`config.mk`:
```
export PLATFORM = sky130hd
export DESIGN_NAME = stli_queue
export DESIGN_NICKNAME = d
export VERILOG_FILES = /design/src/stli_queue.sv
export SDC_FILE = /design/constraint.sdc
export NUM_CORES = 1
export LEC_CHECK = 0
export ABC_AREA = 1
export ABC_CLOCK_PERIOD_IN_PS = 2600
export BUFFER_PORTS_ARGS = -buffer_cell sky130_fd_sc_hd__buf_2
export CAP_MARGIN = 10
export CORE_MARGIN = 4
export CORE_UTILIZATION = 25
export DETAILED_ROUTE_END_ITERATION = 7
export PLACE_DENSITY = 0.48
export RECOVER_POWER = 50
export SYNTH_ARGS = -nofsm -noshare
export SYNTH_HDL_FRONTEND = slang
export SYNTH_SLANG_ARGS = --single-unit
```
`constraint.sdc`:
```
create_clock -name clk -period 2.6 [get_ports clk]
set_clock_uncertainty 0.2 [all_clocks]
set_input_delay 0.13 -clock clk [delete_from_list [all_inputs] [get_ports clk]]
set_output_delay 0.13 -clock clk [all_outputs]
set_load 0.01 [all_outputs]
```
`src/stli_queue.sv`:
```
// ----------------------------------------------------------------------------
// stli_queue: two-entry command queue between front and back
// Decouples acceptance of beats from execution.
// ----------------------------------------------------------------------------
module stli_queue #(
  parameter int WIDTH = 8
) (
  input  logic             clk,
  input  logic             rst,
  input  logic             push,
  input  logic [WIDTH-1:0] push_data,
  output logic             full,
  input  logic             pop,
  output logic             not_empty,
  output logic [WIDTH-1:0] pop_data
);
  logic [WIDTH-1:0] slots [2];
  logic             wr_ptr;
  logic             rd_ptr;
  logic [1:0]       count;

  assign full      = (count == 2'd2);
  assign not_empty = (count != 2'd0);
  assign pop_data  = slots[rd_ptr];

  // Store pushed beats
  always_ff @(posedge clk) begin
    if (push && !full) slots[wr_ptr] <= push_data;
  end

  // Advance pointers and count
  always_ff @(posedge clk) begin
    if (rst) begin
      wr_ptr <= 1'b0;
      rd_ptr <= 1'b0;
      count  <= 2'd0;
    end else begin
      if (push && !full) wr_ptr <= ~wr_ptr;
      if (pop && not_empty) rd_ptr <= ~rd_ptr;
      count <= count + 2'((push && !full) ? 1 : 0) - 2'((pop && not_empty) ? 1 : 0);
    end
  end
endmodule

```
==> flow_summary.ini <==
[run_status]
status = completed

[cts]
cts.path.max_buffers = 2
cts_tree = yes
clockRootBuffer = clkbuf_4
cts_inserted_buffers = 3
clk_pin_slew_ns = 0.11
htree_levels = 1
clock_latency_ns = 0.29
clock-sinks = 21

[yosys]
syn_inst = 63
yosysUniqueCellTypes = 11
synth_nets = 77
netlist_area_um2 = 862
yosys_warnings = 0
avgSynthCellArea_um2 = 13.7
synth.top_cell.area_share_pct = 55.7
synthTopCellsByArea = edfxtp_1 56%, mux2_4 14%, dfxtp_1 12%, inv_1 3.9%, nand2_1 3.5%
yosysTopAreaCell = edfxtp_1
seq_area_frac_synth_pct = 67.3
muxShareOfSynthArea_pct = 13.9
synth_top_family_by_area = multiplexers
synth_compound_area_share_pct = 1.16
ys_ff_latch = 21
synth-simple-area-share_pct = 9.43
synth_fa_ha_area_share_pct = 2.90
synth_xor_area_share_pct = 0

[layout]
area.sequential_um2 = 581
nNetsFinal = 113
multi_input_area_um2 = 236
syn2layout_area_growth_pct = 32.8
drive_gt1_share_pct = 29.6
stdcell_area_um2 = 1140
n_antenna_cell = 0
fillers = 350

[critical_path]
regToRegSetupSlack_ns = 0.88
arrival_ns = 1.46
crit_path_max_fanout = 8
cp-start-kind = flip-flop
reg2regPathDepth = 4
r2r-start = count[0]
r2r_end = slots[0][3]
critPathKind = reg2out
end_kind = primary output
critical_path_required_ns = 2.27

[place]
dp_hpwl_um = 1060
postPlaceCellArea_um2 = 1010
routabilityCongestion = 0.808
io_buffers = 21

[power]
powerDensity_nw_per_um2 = 822
switching_share_pct = 31.9
p_clk_share_pct = 16.4
switchingPower_mw = 0.300
seqPwrFrac_pct = 50.6
p_int_mw = 0.641
vdd_drop_max_v = 0.000407
pwr-share-comb_pct = 33.1
p_leak_nw = 0.493

[global_route]
grt-ovfl-total = 0
grt_pass1_vias = 591
antenna_found_initial = 0
grt_pass1_wl_um = 2480
gr-usage-all-layers_pct = 7.66
grt_max_degree = 13

[floorplanning]
die_width_um = 66.7
dieArea_um2 = 4450
io_pins = 22
coreArea_um2 = 3340
die_y_um = 66.7
rows = 21
start_util_pct = 25.8

[timing]
setup_viol = 0
max_freq_mhz = 558
rsz0062_at_grt = no
min_period_over_period_pct = 68.9
final_hold_viol_count = 0
min_period_ns = 1.79
maxSlewViolCount = 0
setup_tns_ns = 0
maxSlewHeadroom_pct = 52.7
worst_pin_slew_ns = 0.707

[flow_run]
maxCapViolCount = 0

[detailed_routing]
drc = 0
drtIter0Drc = 36
route.detailed.wl_per_inst_um = 10.6
routed-via-count = 561
ant_nets = 0
viasPerCell = 3.90
drt-total-wl_um = 1520
dr.pass1.iters = 2

[hold_path]
holdPathStages = 2
min_path_type = reg2reg
hp-start = rd_ptr
hold_path_end = rd_ptr
==> sequential cells by signal (all words and copies together) (netlist names), named ones only <==
name,flops
rd_ptr,1
slots,16
count,2
wr_ptr,1
==> power by group through the flow <==
stage	Clock, mW	Combinational [mW]	Sequential, mW
after CTS	0.165	0.324	0.478
after global routing	0.182	0.351	0.484
after global placement	0	0.304	0.482
after detailed placement	0	0.310	0.486
after floorplan	0	0.240	0.458
final	0.154	0.311	0.476
==> metal layers <==
layer / up-vias / wire length [um] / GRT usage (%)
li1: 281 / - / -
met5: - / 0 / 0
met4: 0 / 6 / 1.52
met1: 261 / 649 / 8.51
met2: 17 / 757 / 13.0
met3: 2 / 108 / 4.05
==> worst max-delay path, stage by stage (launching register included) <==
cell and delay (ns):
dfxtp_1 0.68, mux2_4 0.35, buf_2 0.14
==> how the worst max path moves through the flow <==
stage / cells after the start / endpoint
3_3_place_gp: 4 / slots[0][7]
3_5_place_dp: 4 / slots[0][6]
5_1_grt: 10 / count[1]
4_1_cts: 2 / pop_data[4]
2_1_floorplan: 10 / count[1]
6_report: 2 / pop_data[4]
==> stage by stage <==
| step | instances | worst slack (ns) | total power [mW] | hold slack [ns] | utilization (%) |
|---|---|---|---|---|---|
| final | 144 | 0.809 | 0.941 | 0.315 | 34.3 |
| after global routing | 144 | 0.709 | 1.02 | 0.324 | 34.3 |
| after CTS | 144 | 0.760 | 0.967 | 0.308 | 34.5 |
| after detailed placement | 129 | 0.845 | 0.796 | 0.109 | 30.4 |
| after global placement | 129 | 0.909 | 0.786 | 0.101 | 30.4 |
| after floorplan | 63 | 1.01 | 0.698 | 0.00122 | - |
==> cell type report <==
cell class                      instances  area share (%)
Tap cell                               46            5.03
Clock inverter                          1           0.437
Inverter                                9            2.95
Clock buffer                            3            1.97
Timing Repair Buffer                   32            18.3
Multi-Input combinational cell         32            20.7
Sequential cell                        21            50.7
==> Yosys cell counts <==
cell type   n
edfxtp_1   16
inv_1       9
mux2_4      8
nand2_1     8
nor2_1      8
dfxtp_1     5
nand3_1     3
a21oi_1     2
ha_1        2
buf_6       1
nor2_2      1
==> repair_timing <==
action / 4_1_cts / 5_1_grt
resized for setup: 0 / 0
hold buffers: 11 / 0
setup buffers: 0 / 0
hold endpoints to repair: 21 / 0
==> cell families (layout without fill, tap and decap cells) <==
| group | after synthesis | count (layout) |
|---|---|---|
| AOI/OAI and AO/OA | 2 | 2 |
| and+or+nand+nor | 20 | 20 |
| DFF | 21 | 21 |
| adders and majority gates | 2 | 2 |
| muxes | 8 | 8 |
| buffers and inverters | 10 | 45 |
==> layout by cell type, fill, tap and decap left out <==
cell	instances
clkbuf_2	1
a21oi_1	2
buf_2	15
dfxtp_1	5
inv_1	9
nand3_1	3
ha_1	2
clkbuf_4	3
nor2_1	8
nor2_2	1
clkbuf_1	5
dlygate4sd3_1	11
nand2_1	8
clkinv_2	1
edfxtp_1	16
mux2_4	8
Power figures use the tool's default switching activity.
