==> src/stli_pkg.sv <==
// ----------------------------------------------------------------------------
// stli_pkg: shared types and constants of the sorted table interpolator
// Holds word width, fixed-point one, opcodes, status codes and FSM states.
// ----------------------------------------------------------------------------
package stli_pkg;

  localparam int VW = 48;
  localparam int FRAC_BITS = 16;
  localparam int MAX_ROWS_DEFAULT = 64;
  localparam int CFG_W = 7;
  localparam logic [CFG_W-1:0] ROW_COUNT_RESET = 7'd64;
  localparam logic [VW-1:0] FIXED_ONE = VW'(64'd1 << FRAC_BITS);

  localparam logic OP_WRITE = 1'b0;
  localparam logic OP_QUERY = 1'b1;
  localparam logic [1:0] KEY_COL = 2'd0;

  typedef enum logic [1:0] {
    ST_OK    = 2'd0,
    ST_RANGE = 2'd1,
    ST_FAIL  = 2'd2
  } status_t;

  typedef enum logic [3:0] {
    S_IDLE, S_CHK_LO, S_CHK_HI, S_SRCH, S_CMP, S_EXACT, S_NBR,
    S_LV0, S_LV1, S_LSET, S_MUL, S_DIV, S_FIN, S_OUT
  } stli_state_t;

endpackage

==> src/stli_if.sv <==
// ----------------------------------------------------------------------------
// stli_in_if / stli_out_if: valid-ready channels of the interpolator
// One beat moves on a clock edge with valid and ready both high.
// ----------------------------------------------------------------------------
interface stli_in_if;
  logic        valid;
  logic        ready;
  logic        opcode;
  logic [5:0]  row_index;
  logic [1:0]  column_select;
  logic signed [47:0] entry_value;
  logic signed [47:0] query_altitude;
  modport source (output valid, opcode, row_index, column_select, entry_value,
                  query_altitude, input ready);
  modport sink (input valid, opcode, row_index, column_select, entry_value,
                query_altitude, output ready);
endinterface


==> src/stli_front.sv <==
// ----------------------------------------------------------------------------
// stli_front: input acceptance and classification
// Holds row_count, saturates it per query, forms store addresses for writes.
// ----------------------------------------------------------------------------
module stli_front #(
  parameter int MAX_ROWS = stli_pkg::MAX_ROWS_DEFAULT,
  localparam int AW = $clog2(MAX_ROWS * 4),
  localparam int CW = $clog2(MAX_ROWS + 1),
  localparam int CMD_W = 2 + AW + 2 + stli_pkg::VW + CW
) (
  input  logic                       clk,
  input  logic                       rst,
  input  logic                       cfg_we,
  input  logic [stli_pkg::CFG_W-1:0] cfg_wdata,
  stli_in_if.sink                    in_ch,
  output logic                       push,
  output logic [CMD_W-1:0]           push_data,
  input  logic                       full
);
  import stli_pkg::*;

  typedef struct packed {
    logic          op;
    logic          drop;
    logic [AW-1:0] addr;
    logic [1:0]    col;
    logic [VW-1:0] value;
    logic [CW-1:0] rows;
  } cmd_t;

  logic [CFG_W-1:0] row_count;
  logic [31:0]      cfg_wide;
  cmd_t             cmd;

  // Hold the row count register
  always_ff @(posedge clk) begin
    if (rst) row_count <= ROW_COUNT_RESET;
    else if (cfg_we) row_count <= cfg_wdata;
  end

  assign in_ch.ready = !full;
  assign push        = in_ch.valid && !full;
  assign cfg_wide    = 32'(row_count);

  // Classify the beat
  always_comb begin
    cmd.op    = in_ch.opcode;
    cmd.drop  = (32'(in_ch.row_index) >= 32'(MAX_ROWS));
    cmd.addr  = AW'((32'(in_ch.row_index) << 2) | 32'(in_ch.column_select));
    cmd.col   = in_ch.column_select;
    cmd.value = (in_ch.opcode == OP_WRITE) ? in_ch.entry_value : in_ch.query_altitude;
    if (cfg_wide < 32'd2) cmd.rows = CW'(2);
    else if (cfg_wide > 32'(MAX_ROWS)) cmd.rows = CW'(MAX_ROWS);
    else cmd.rows = CW'(cfg_wide);
  end

  assign push_data = cmd;
endmodule

==> src/flat_wrapper.sv <==
// flat-port wrapper written by rule: the top's interface ports become plain ports
module stli_front_flat import stli_pkg::*;
#(
  parameter int MAX_ROWS = stli_pkg::MAX_ROWS_DEFAULT,
  localparam int AW = $clog2(MAX_ROWS * 4),
  localparam int CW = $clog2(MAX_ROWS + 1),
  localparam int CMD_W = 2 + AW + 2 + stli_pkg::VW + CW
)
  (clk, rst, cfg_we, cfg_wdata, push, push_data, full, in_ch_valid, in_ch_opcode, in_ch_row_index, in_ch_column_select, in_ch_entry_value, in_ch_query_altitude, in_ch_ready);
  stli_in_if in_ch_i ();
  input  logic clk;
  input  logic rst;
  input  logic cfg_we;
  input  logic [stli_pkg::CFG_W-1:0] cfg_wdata;
  output logic push;
  output logic [CMD_W-1:0] push_data;
  input  logic full;
  input wire logic [$bits(in_ch_i.valid)-1:0] in_ch_valid;
  input wire logic [$bits(in_ch_i.opcode)-1:0] in_ch_opcode;
  input wire logic [$bits(in_ch_i.row_index)-1:0] in_ch_row_index;
  input wire logic [$bits(in_ch_i.column_select)-1:0] in_ch_column_select;
  input wire logic [$bits(in_ch_i.entry_value)-1:0] in_ch_entry_value;
  input wire logic [$bits(in_ch_i.query_altitude)-1:0] in_ch_query_altitude;
  output wire logic [$bits(in_ch_i.ready)-1:0] in_ch_ready;
  assign in_ch_i.valid = in_ch_valid;
  assign in_ch_i.opcode = in_ch_opcode;
  assign in_ch_i.row_index = in_ch_row_index;
  assign in_ch_i.column_select = in_ch_column_select;
  assign in_ch_i.entry_value = in_ch_entry_value;
  assign in_ch_i.query_altitude = in_ch_query_altitude;
  assign in_ch_ready = in_ch_i.ready;
  stli_front #(.MAX_ROWS(MAX_ROWS)) u_core (.clk(clk), .rst(rst), .cfg_we(cfg_we), .cfg_wdata(cfg_wdata), .in_ch(in_ch_i), .push(push), .push_data(push_data), .full(full));
endmodule
==> config.mk <==
export PLATFORM = sky130hd
export DESIGN_NAME = stli_front_flat
export DESIGN_NICKNAME = d
export VERILOG_FILES = /design/src/stli_pkg.sv /design/src/stli_if.sv /design/src/stli_front.sv /design/src/flat_wrapper.sv
export SDC_FILE = /design/constraint.sdc
export NUM_CORES = 1
export LEC_CHECK = 0
export BUFFER_PORTS_ARGS = -buffer_cell sky130_fd_sc_hd__buf_2
export CAP_MARGIN = 20
export CORE_AREA = 2 2 73 75
export DETAILED_ROUTE_END_ITERATION = 8
export DIE_AREA = 0 0 75 77
export REMOVE_ABC_BUFFERS = 1
export SLEW_MARGIN = 30
export SYNTH_ARGS = -nofsm -noshare
export SYNTH_HDL_FRONTEND = slang
export SYNTH_SLANG_ARGS = --single-unit
export TNS_END_PERCENT = 50
==> constraint.sdc <==
create_clock -name clk -period 1.7 [get_ports clk]
set_clock_uncertainty 0.2 [all_clocks]
set_input_delay 0.425 -clock clk [delete_from_list [all_inputs] [get_ports clk]]
set_output_delay 0.425 -clock clk [all_outputs]
set_load 0.01 [all_outputs]
==> results.yml, run 1 <==
run_status:
  status: "finished with violations"
  violations: "negative setup slack"
synth:
  yosys_warnings: 0
  ys_seq_area_frac: 0.1430
  postSynthCellCount: 101
  synth.distinct_cells: 15
  syn_area_um2: 979.7
  ys_seq_elements: 7
  syn_avg_cell_area_um2: 9.700
worst_setup_path:
  critPathCaptureType: "primary output"
  worstSetupStartpointType: "flop"
  critPathMaxFanout: 2
  r2r_slack_ns: 0.74
  rr_startpoint: "u_core.row_count[6]"
  reg2reg_to: "u_core.row_count[6]"
  path_class: "reg -> out"
  required_ns: 1.07
  rr_worst_depth: 2
  arrival_ns: 1.43
global_routing:
  grt_max_degree: 18
  first_global_vias: 1491
  antenna_found_initial: 0
  grt_pass1_wl_um: 7279
  grt_usage: 0.1635
  grt_overflow: 0
die:
  fp.dieH_um: 77
  die_w_um: 75
  io_pins: 186
  coreArea_um2: 4977
  start_util: 0.1968
  rows: 26
  die-area_um2: 5775
timing:
  post-route-period-util: 1.206
  setup_ws_ns: -0.3507
  setup_viol: 50
  rsz0062_at_grt: "yes"
  fin_crit_ns: 2.051
  holdWs_ns: 0.2291
  max_freq_ghz: 0.4876
  hold_violations: 0
  slew_violations: 0
route:
  wl_per_cell_um: 16.54
  drt-total-wl_um: 5524
  vias: 1436
  antenna_left: 0
  drc: 0
  drt-pass1-iter-count: 4
  met3WireLength_um: 539
  met1Wirelength_um: 2033
  dr_wl_met2_um: 2833
  top_layer: "met4"
  via_per_inst: 4.299
  first_iter_violations: 19
pwr:
  peakVddDrop_v: 0.0003997
  powerDensity_nw_per_um2: 442.7
  power_mw: 1.122
  leakagePower_nw: 1.457
cells_and_area:
  fin_nets: 382
  fill_cells: 442
  area_growth_pct: 158.6
  drive_gt1_frac: 0.8750
  largest_register_ffs: 7
  final_area_um2: 2534
  reg_top3: "u_core.row_count x7"
  top_register: "u_core.row_count"
  diodes: 0
clock_tree:
  clockRootBuffer: "clkbuf_8"
  cts_sinks: 7
  clk_latency_ns: 0.23
  h-tree-depth: 1
  cts_hold_buf: 0
  cts_tree: "done"
  numCtsBuffers: 3
  clk_pin_slew_ns: 0.04
  cts_buffer_depth: 2
place:
  hpwl_um: 3752
  postPlaceCellArea_um2: 1847
  portBuffers: 166
  routabilityCongestion: 0.7768
min_path:
  min_to: "u_core.row_count[6]"
  min_from: "cfg_wdata[6]"
  min_path_cells: 3
  hold_path_class: "in -> reg"
job:
  cap_violations: 0
## cell usage in the layout, fill, tap and decap left out, types with 2 or more instances in the layout
cell       synthesis  layout
buf_12             0       4
buf_16             0       3
buf_2              4     117
buf_4             14       4
buf_6              0      48
clkbuf_16          0       2
clkbuf_8           0       3
dfxtp_1            7       6
inv_1              4       4
mux2_4             0      48
mux2i_1            6       6
nor2_1             6       6
nor2b_1            5       5
## power by group
part	switching (mW)	leakage (nW)	internal (mW)
Clock	0.0707	0.0228	0.162
Combinational	0.250	1.38	0.455
Sequential	0.00820	0.0583	0.176
Total	0.329	1.46	0.793
## logic make-up (layout without fill, tap and decap cells)
logic type | count (synthesis) | in the layout | synth area share
buf+inv | 23 | 186 | 0.1469
simple gates | 13 | 13 | 0.07024
compound gates | 3 | 3 | 0.02299
flops | 7 | 7 | 0.1430
mux | 54 | 54 | 0.6130
other cells | 1 | 1 | 0.003828
## cell usage after synthesis
master	n	area [um^2]
conb_1	1	3.750
a21oi_1	1	5.000
buf_2	4	20.02
mux2_2	48	540.5
mux2i_1	6	60.06
inv_1	4	15.01
clkbuf_1	1	3.750
nand2_1	1	3.750
o211ai_1	1	7.510
nor2_1	6	22.52
nor2b_1	5	31.28
o211a_1	1	10.01
buf_4	14	105.1
or4_4	1	11.26
dfxtp_1	7	140.1
## how the worst max path moves through the flow
| stage | start | to | slack [ns] |
|---|---|---|---|
| after floorplan | u_core.row_count[2] | push_data[1] | 0.01 |
| after global placement | in_ch_opcode | push_data[49] | -0.19 |
| after detailed placement | in_ch_opcode | push_data[49] | -0.20 |
| after CTS | u_core.row_count[2] | push_data[0] | -0.36 |
| after global routing | u_core.row_count[2] | push_data[0] | -0.38 |
| final | u_core.row_count[2] | push_data[0] | -0.35 |
## cell type report
class / instances / area [um^2] / area share
inverters: 4 / 15.01 / 0.005926
repair buffers: 178 / 1369 / 0.5402
multi-input cells: 71 / 875.8 / 0.3457
flip-flops and latches: 7 / 141.4 / 0.05580
clock buffers: 4 / 45.04 / 0.01778
well taps: 70 / 87.58 / 0.03457
## layer usage
layer | GRT usage | vias up
met5 | 0 | -
met4 | 0.06607 | 0
met3 | 0.03548 | 10
met2 | 0.3053 | 106
met1 | 0.1688 | 653
li1 | - | 667
## stage by stage
step | cells | worst slack (ns) | utilization | TNS [ns]
2_1_floorplan | 82 | 0.01198 | - | 0
4_1_cts | 334 | -0.3603 | 0.4910 | -5.173
6_report | 334 | -0.3507 | 0.5091 | -3.971
3_5_place_dp | 325 | -0.1978 | 0.3710 | -8.053
5_1_grt | 334 | -0.3770 | 0.5091 | -4.608
3_3_place_gp | 325 | -0.1946 | 0.3710 | -7.728
## critical path, stage by stage (launching register included)
cell and delay, ns:
dfxtp_2 0.31, or4_4 0.53, o211a_1 0.22, buf_2 0.13
## timing repair
action | in CTS | in global routing
setup buffers | 2 | 0
resized for setup | 92 | 21
gates cloned | 3 | 2
endpoints found under the setup margin | 50 | 50
No activity file was read; power rests on OpenSTA's default activity.
==> run 2, diff against run 1 <==
- clock period: 1.7 -> 2.3 ns (I/O delays scaled with it)
==> results.yml, run 2 (synthesis gave the netlist of run 1 again) <==
run_status:
  status: "finished clean"
clock_tree:
  cts_buffer_depth: 2
  cts_hold_buf: 0
  clk_latency_ns: 0.23
  post-cts-setup-buffers: 0
  cts_resized: 0
  cts_sinks: 7
  numCtsBuffers: 3
  h-tree-depth: 1
  cts_tree: "done"
  clockRootBuffer: "clkbuf_8"
  clk_pin_slew_ns: 0.04
die:
  die_w_um: 75
  io_pins: 186
  start_util: 0.1968
  rows: 26
  fp.dieH_um: 77
  die-area_um2: 5775
  coreArea_um2: 4977
cells_and_area:
  layout_commonest_cell: "buf_2"
  drive_gt1_frac: 0.8661
  seq_area_um2: 140.1
  final_cell_mix: "166 x buf_2, 48 x mux2_2, 7 x dfxtp_1"
  diodes: 0
  fin_nets: 372
  multi_input_area_um2: 695.7
  reg_top3: "u_core.row_count x7"
  stdcell_count: 324
  fill_cells: 533
  area_growth_pct: 89.27
  largest_register_ffs: 7
  final_util: 0.3725
  final_area_um2: 1854
  top_register: "u_core.row_count"
route:
  vias: 1281
  via_per_inst: 3.954
  first_iter_violations: 9
  drt-pass1-iter-count: 4
  drt-total-wl_um: 4160
  drc: 0
  wl_per_cell_um: 12.84
  antenna_left: 0
pwr:
  leakagePower_nw: 1.051
  p_sw_frac: 0.3066
  p_int_uw: 439.0
  pwr-share-comb: 0.513
  p_switching_uw: 194.1
  powerDensity_nw_per_um2: 341.4
  p_seq_frac: 0.215
  peakVddDrop_v: 0.0002496
  power_frac_clock: 0.272
  power_uw: 633.0
place:
  hpwl_um: 3637
  dp.cells: 320
  routabilityCongestion: 0.7814
  pre_cts_ws_ns: 0.09468
  postPlaceCellArea_um2: 1809
  portBuffers: 166
timing:
  fin_crit_ns: 2.203
  setup_viol: 0
  holdWs_ns: 0.3068
  finalSetupTns_ns: 0
  max_freq_ghz: 0.4540
  hold_violations: 0
  setup_ws_ns: 0.09746
  slew_violations: 0
  post-route-period-util: 0.9576
  rsz0062_at_grt: "no"
job:
  cap_violations: 0
global_routing:
  grt_pass1_wl_um: 5602
  first_global_vias: 1175
  grt_max_degree: 30
  grt_overflow: 0
  antenna_found_initial: 0
  grt_usage: 0.1233
worst_setup_path:
  critPathMaxFanout: 3
  worstSetupStartpointType: "flop"
  required_ns: 1.52
  path_class: "reg -> out"
  critPathCaptureType: "primary output"
  r2r_slack_ns: 1.36
  arrival_ns: 1.43
min_path:
  hold_path_class: "reg -> reg"
-- run 2: changes by cell type in the layout (fill, tap and decap cells not counted), moves of 3 or more --
cell / before / now
buf_16: 3 / 0
buf_2: 117 / 166
buf_4: 4 / 0
buf_6: 48 / 0
mux2_2: 0 / 48
mux2_4: 48 / 0
-- run 2: power by group through the flow --
| stage | logic [mW] | clock network (mW) | registers, mW |
|---|---|---|---|
| 2_1_floorplan | 0.136 | 0 | 0.137 |
| 3_3_place_gp | 0.326 | 0 | 0.138 |
| 3_5_place_dp | 0.327 | 0 | 0.138 |
| 4_1_cts | 0.329 | 0.178 | 0.136 |
| 5_1_grt | 0.353 | 0.186 | 0.137 |
| 6_report | 0.325 | 0.172 | 0.136 |
-- run 2: worst paths after layout --
check | startpoint | endpoint | cells after the start
max | u_core.row_count[2] | push_data[0] | 3
min | u_core.row_count[0] | u_core.row_count[0] | 2
max reg2reg | u_core.row_count[6] | u_core.row_count[6] | 2
min reg2reg | u_core.row_count[0] | u_core.row_count[0] | 2
-- run 2: per-layer routing --
metal  vias up  share of wire  track usage
met5         -              0            0
li1        647              -            -
met3         6           0.16      0.05519
met1       529           0.36       0.1341
met4         0          0.013      0.03393
met2        99           0.47       0.2114
-- run 2: area by class of cell --
class	instances	share of cell area
Tap cell	70	0.04723
Timing Repair Buffer	168	0.4696
Sequential cell	7	0.07557
Multi-Input combinational cell	71	0.3752
Clock buffer	4	0.02429
Inverter	4	0.008097
-- run 2: worst max-delay path, cell delays in order, from the launching register on --
cell and delay, ns:
dfxtp_1 0.32, or4_4 0.54, o211a_1 0.22, buf_2 0.13
==> run 3, diff against run 2 <==
- PLACE_DENSITY_LB_ADDON: unset -> 0.1
==> results.yml, run 3 (synthesis gave the netlist of run 1 again) <==
clock_tree:
  h-tree-depth: 1
  numCtsBuffers: 3
  cts_hold_buf: 0
  cts_buffer_depth: 2
  clockRootBuffer: "clkbuf_8"
  cts_tree: "done"
  post-cts-setup-buffers: 0
  clk_latency_ns: 0.22
  clk_pin_slew_ns: 0.04
  cts_sinks: 7
  cts_resized: 0
cells_and_area:
  layout_commonest_cell: "buf_2"
  diodes: 0
  final_area_um2: 1854
  largest_register_ffs: 7
  final_cell_mix: "166 x buf_2, 48 x mux2_2, 7 x dfxtp_1"
  area_growth_pct: 89.27
  drive_gt1_frac: 0.8661
  top_register: "u_core.row_count"
  stdcell_count: 324
  final_util: 0.3725
  fin_nets: 372
  reg_top3: "u_core.row_count x7"
die:
  fp.dieH_um: 77
  start_util: 0.1968
  coreArea_um2: 4977
  die_w_um: 75
  io_pins: 186
  die-area_um2: 5775
  rows: 26
worst_setup_path:
  reg2reg_to: "u_core.row_count[6]"
  arrival_ns: 1.43
  crit_path_frequent_cell: "buf_2"
  critPathCaptureType: "primary output"
  cp_slowest_stage_delay_ns: 0.36
  crit_chain: "buf_2, buf_12, mux2_2, buf_2"
  crit_family: "buffers and inverters"
  cp-startpoint: "in_ch_opcode"
  r2r_slack_ns: 1.34
  required_ns: 1.52
  path_buf_inv: 3
  cp-endpoint: "push_data[49]"
  rr_worst_depth: 2
  worstSetupStartpointType: "input port"
  critPathMaxFanout: 33
  path_class: "in -> out"
  rr_startpoint: "u_core.row_count[6]"
  crit_slowest_cell: "mux2_2"
  crit_cells: 4
place:
  dp.cells: 320
  postPlaceCellArea_um2: 1809
  hpwl_um: 3775
  routabilityCongestion: 0.7357
  pre_cts_ws_ns: 0.09602
  portBuffers: 166
global_routing:
  grt_max_degree: 34
  grt_overflow: 0
  antenna_found_initial: 0
  grt_usage: 0.1271
  grt_pass1_wl_um: 5761
  first_global_vias: 1183
route:
  antenna_left: 0
  drt-pass1-iter-count: 2
  drt-total-wl_um: 4316
  via_per_inst: 3.994
  first_iter_violations: 5
  wl_per_cell_um: 13.32
  vias: 1294
  drc: 0
timing:
  holdWs_ns: 0.3023
  fin_crit_ns: 2.201
  slew_violations: 0
  setup_viol: 0
  hold_violations: 0
  setup_ws_ns: 0.09890
  rsz0062_at_grt: "no"
  post-route-period-util: 0.9570
  max_freq_ghz: 0.4543
  finalSetupTns_ns: 0
pwr:
  peakVddDrop_v: 0.0004975
  powerDensity_nw_per_um2: 335.9
  power_frac_clock: 0.267
  pwr-share-comb: 0.514
  p_seq_frac: 0.219
  power_uw: 622.8
  p_sw_frac: 0.2963
  p_switching_uw: 184.5
  p_int_uw: 438.3
  leakagePower_nw: 1.051
job:
  cap_violations: 0
run_status:
  status: "finished clean"
min_path:
  hold_path_class: "reg -> reg"
  min_from: "u_core.row_count[0]"
  min_path_cells: 2
[run 3: layout make-up]
type,instances,area (um^2)
fillers,541,3123
repair buffers,168,870.8
multi-input cells,71,695.7
flip-flops and latches,7,140.1
well taps,70,87.58
clock buffers,4,45.04
inverters,4,15.01
[run 3: power by group through the flow]
stage / logic (mW) / registers (mW) / clock network (mW)
2_1_floorplan: 0.136 / 0.137 / 0
3_3_place_gp: 0.322 / 0.138 / 0
6_report: 0.320 / 0.136 / 0.166
5_1_grt: 0.348 / 0.137 / 0.181
4_1_cts: 0.325 / 0.136 / 0.172
3_5_place_dp: 0.323 / 0.138 / 0
[run 3: worst min path at each step]
stage | end | slack, ns
2_1_floorplan | u_core.row_count[0] | 0.26
6_report | u_core.row_count[0] | 0.30
4_1_cts | u_core.row_count[0] | 0.30
3_5_place_dp | u_core.row_count[0] | 0.29
5_1_grt | u_core.row_count[0] | 0.33
3_3_place_gp | u_core.row_count[0] | 0.29
[run 3: per-layer routing]
layer  part of all wire  vias up  GRT usage
met5                  0        -          0
met4             0.0053        0    0.01250
met3               0.12        2    0.04074
met2               0.51       97     0.2430
met1               0.36      547     0.1351
li1                   -      648          -
[run 3: worst register-to-register path: cells and delay by family (launching register included)]
family,cells,cell delay (ns)
AOI/OAI and AO/OA,1,0.15
buffers and inverters,1,0.09
DFF,1,0.44
